<file path="src/sfpd_ram.sv">
// Generic single-write, single-read RAM with a registered read port.
// No dependencies.
`default_nettype none

module sfpd_ram #(
	parameter int WIDTH = 8,
	parameter int DEPTH = 256
) (
	input  logic                     clk,
	input  logic                     we,
	input  logic [$clog2(DEPTH)-1:0] waddr,
	input  logic [WIDTH-1:0]         wdata,
	input  logic                     re,
	input  logic [$clog2(DEPTH)-1:0] raddr,
	output logic [WIDTH-1:0]         rdata
);

	logic [WIDTH-1:0] mem [DEPTH];

	// read-first: a same-address write in this cycle is not seen
	always_ff @(posedge clk) begin
		if (re) begin
			rdata <= mem[raddr];
		end
		if (we) begin
			mem[waddr] <= wdata;
		end
	end

endmodule

`default_nettype wire

</file>
<file path="config.mk">
export PLATFORM = sky130hd
export DESIGN_NAME = sfpd_ram
export DESIGN_NICKNAME = d
export VERILOG_FILES = /design/src/sfpd_ram.sv
export SDC_FILE = /design/constraint.sdc
export NUM_CORES = 2
export LEC_CHECK = 0
export BUFFER_PORTS_ARGS = -buffer_cell sky130_fd_sc_hd__buf_2
export CORE_MARGIN = 5
export CORE_UTILIZATION = 46
export CTS_CLUSTER_SIZE = 16
export DETAILED_ROUTE_END_ITERATION = 6
export GPL_TIMING_DRIVEN = 1
export MAX_ROUTING_LAYER = met4
export SLEW_MARGIN = 25
export SYNTH_ARGS = -nofsm -noshare
export SYNTH_HDL_FRONTEND = slang
export SYNTH_SLANG_ARGS = --single-unit
</file>
<file path="constraint.sdc">
create_clock -name clk -period 3.7 [get_ports clk]
set_input_delay 0.555 -clock clk [delete_from_list [all_inputs] [get_ports clk]]
set_output_delay 0.555 -clock clk [all_outputs]
set_load 0.05 [all_outputs]
</file>
# Word-level counts from Yosys, hierarchy flattened
# Memories as Yosys holds them, arrays and structs flattened. A register that Yosys moved wholly into a read port is not among the register bits.
# Cells that the tools add are included.
[word_totals]
regBits = 0
ramBits = 2048
input_bits = 27
output_inout_bits = 8
word_cells = 3
memories = 1
[mem_list]
columns = ["memory", "words", "width", "rd", "rd_clocked_by_memory_dff", "write_ports", "line_no", "source"]
rows = [
  ["mem", 256, 8, 1, 1, 1, "18", "logic [WIDTH-1:0] mem [DEPTH];"],
]
[op_classes]
muxes = 2
[op_table]
columns = ["operator", "n"]
rows = [
  ["2-to-1 mux 1 bit", 2],
]

# Longest topological paths before layout
[depth]
word_depth = 2
depth_mapped = 11
mapped_depth_nobuf = 6

# Worst setup path before layout
# OpenSTA, ideal clock, no wires.
[synth_timing]
kind = "input port to flip-flop"
startpoint = "in raddr[0]"
endpoint = "reg rdata[2] (read register of mem) (data pin)"
setup_time_ns = 0.269
t_arrival_ns = 2.362
setup_slack_ns = 1.069
path_stages = 9
n_path_buf = 4
path_cell_list = "buf_6 buf_12 buf_8 buf_2 mux4_2 a22oi_1 a21oi_1 nor4_1 nor4_2"
[synth_rtl]
columns = ["element", "line_no", "source"]
rows = [
  ["start, declared", "14", "input logic [$clog2(DEPTH)-1:0] raddr,"],
  ["end, declared", "15", "output logic [WIDTH-1:0] rdata"],
]

==> results.sh <==
export IMPL_outcome="completed"
export IMPL_clockBufferDepth=3
export IMPL_finalHoldViolations=0
export IMPL_maxSlewHeadroom=0.2956
export IMPL_p_sw_uw=10430
export IMPL_max_freq_mhz=332.9
export IMPL_cts_buffers=204
export IMPL_wl_per_cell_um=30.24
export IMPL_start_kind="input port"
export IMPL_initial_core_util=0.4632
export IMPL_syn_area_per_cell_um2=21.33
export IMPL_combPwrFrac=0.052
export IMPL_die_w_um=426.1
export IMPL_synth_area_um2=79640
export IMPL_dpl_cell_count=6268
export IMPL_clk_root_buffer_cell="clkbuf_16"
export IMPL_cts_tree="done"
export IMPL_timing_final_crit_share=0.8119
export IMPL_synth_area_leaders="edfxtp_1, mux4_2, mux2i_1, nor2_1, a22oi_1"
export IMPL_grt_pass1_vias=40057
export IMPL_rrSetupSlack_ns=0.86
export IMPL_core_um2=171900
export IMPL_htreeDepth=4
export IMPL_peakVddDrop_uv=496.6
export IMPL_worstSetupPathType="input port to flip-flop"
export IMPL_port_buffers=34
export IMPL_seqPwrFrac=0.533
export IMPL_p_int_uw=37840
export IMPL_layout_min_cycle_time_ns=3.004
export IMPL_cts_sinks=2056
export IMPL_std_cell_rows=152
export IMPL_synthFlopType="edfxtp_1"
export IMPL_yosysSeqAreaShare=0.7753
export IMPL_placed_area_um2=85240
export IMPL_postCtsSetupRepairBufs=0
export IMPL_syn_instance_count=3733
export IMPL_nNetsFinal=4192
export IMPL_p_per_area_nw_per_um2=526.2
export IMPL_rsz0062_at_grt="false"
export IMPL_crit_end="rdata[5]$_DFFE_PP_"
export IMPL_hp_class="input port to flip-flop"
export IMPL_tightest_slew_ns=1.057
export IMPL_wl_um=201400
export IMPL_first_iter_violations=4368
export IMPL_layout_common_cells="edfxtp_1, mux4_2, buf_4"
export IMPL_p_sw_frac=0.2161
export IMPL_grt_pass1_wl_um=289700
export IMPL_via_per_inst=5.950
export IMPL_dieArea_um2=181500
export IMPL_syn2layout_area_growth_pct=15.19
export IMPL_cts_resized=0
export IMPL_setup_viol=0
export IMPL_io_pins=35
export IMPL_ctsHoldBuffers=0
export IMPL_critPathMaxFanout=18
export IMPL_reg2reg_to="rdata[5]$_DFFE_PP_"
export IMPL_yosys_area_top_type_share=0.7753
export IMPL_r2r_start="mem[67][5]$_DFFE_PP_"
export IMPL_clock_latency_ns=0.83
export IMPL_power_leakage_uw=0.02900
export IMPL_critical_path_arrival_ns=3.55
export IMPL_final_common_cell="edfxtp_1"
export IMPL_yosys_warnings=0
export IMPL_ff2ff_path_depth=6
export IMPL_cp_end_kind="flip-flop"
export IMPL_grt_max_degree=135
export IMPL_worstPathRequired_ns=4.25
export IMPL_setup_worst_path_start="raddr[0]"
export IMPL_design_area_um2=91730
export IMPL_async_flop_share=0
export IMPL_cap_viol_max_count=0
export IMPL_antenna_found_initial=18
export IMPL_vias=39622
export IMPL_synth_distinct_cells=54
export IMPL_whs_path_depth=1
export IMPL_fin_skew_ns=0.04523
export IMPL_path_clk_slew_ns=0.06
export IMPL_synth_edff_count=2056
export IMPL_grt_usage=0.2296
export IMPL_die_y_um=426.1
export IMPL_drtPass1Iterations=5
export IMPL_finalNonFillerCells=6659
export IMPL_yosys_area_top_type="edfxtp_1"
export IMPL_overflow=0
export IMPL_ant_nets=0
export IMPL_finalWeightedCongestion=0.8401
export IMPL_hpwl_um=126200
export IMPL_synth_seq_cells=2056
export IMPL_power_frac_clock=0.415
export IMPL_drive_gt1_frac=0.2810
export IMPL_drc_errors=0
export IMPL_slew_viol_final=0
export IMPL_synth_nets=3760
[sequential cells by signal, indices dropped and copies added (netlist names)]
| register | count |
|---|---|
| mem | 2048 |
| rdata | 8 |
[Yosys cell counts (all sizes together), types with 4 or more instances]
master and instances:
a21oi 96, o21ai 12, and2 6, nor2 282, nor4 27, buf 122
mux4 456, o32ai 5, o221ai 47, o22a 5, a22oi 133, nand2 33
nor2b 31, nor3 22, a22o 8, a211oi 16, or2 4, nand2b 8
a2111oi 5, nand3 34, mux2i 134, nand4 10, o22ai 28, edfxtp 2056
o211ai 10, clkbuf 111, a221oi 14
[area by class of cell]
type,instances,area (um^2)
Timing Repair Buffer,459,4119
Multi-Input combinational cell,1442,16510
Antenna cell,11,27.53
Sequential cell,2056,61740
Tap cell,2310,2890
Fill cell,13333,80190
Clock inverter,123,1141
Clock buffer,256,5300
Inverter,2,7.507
[logic make-up after synthesis]
kind of cell	Yosys count	share of synthesized area
buffers and inverters	235	0.01829
AOI/OAI and AO/OA	385	0.03416
muxes	591	0.1460
and+or+nand+nor	466	0.02625
DFF	2056	0.7753
[critical path: stages]
cell	delay (ns)
buf_8	0.29
buf_12	0.21
buf_12	0.19
mux4_2	0.51
a22o_1	0.26
a221oi_1	0.49
o32ai_1	0.23
nor3_1	0.61
nor4_1	0.14
[worst min-delay path by stage]
stage	to	start	slack, ns
after global placement	rdata[3]$_DFFE_PP_	re	0.99
after CTS	rdata[2]$_DFFE_PP_	re	0.09
after floorplan	mem[0][0]$_DFFE_PP_	wdata[0]	0.65
final	rdata[2]$_DFFE_PP_	re	0.17
after detailed placement	rdata[3]$_DFFE_PP_	re	1.00
after global routing	rdata[2]$_DFFE_PP_	re	0.10
[power by group through the flow]
stage / registers, uW / clock network, uW / logic [uW]
2_1_floorplan: 26200 / 0 / 1250
3_3_place_gp: 26200 / 0 / 2500
3_5_place_dp: 26200 / 0 / 2520
4_1_cts: 25700 / 20400 / 2530
5_1_grt: 25700 / 21400 / 2650
6_report: 25700 / 20000 / 2520
[per-stage QoR]
step	hold slack, ns	power (uW)	TNS [ns]	util	worst slack [ns]
6_report	0.1654	48270	0	0.5336	0.6960
5_1_grt	0.1043	49760	0	0.5335	0.6135
4_1_cts	0.09423	48600	0	0.5333	0.7751
3_5_place_dp	1.000	28730	-0.3236	0.4958	-0.1124
3_3_place_gp	0.9944	28700	-0.6623	0.4956	-0.3060
2_1_floorplan	0.6539	27480	0	-	1.069
[layer usage]
metal	GRT usage	routed length, um	vias to the layer above
li1	-	-	16592
met1	0.3170	83160	21078
met2	0.3452	94730	1653
met3	0.05864	18200	299
met4	0.06111	5310	0
met5	-	0	-
No activity file was read; power rests on OpenSTA's default activity.
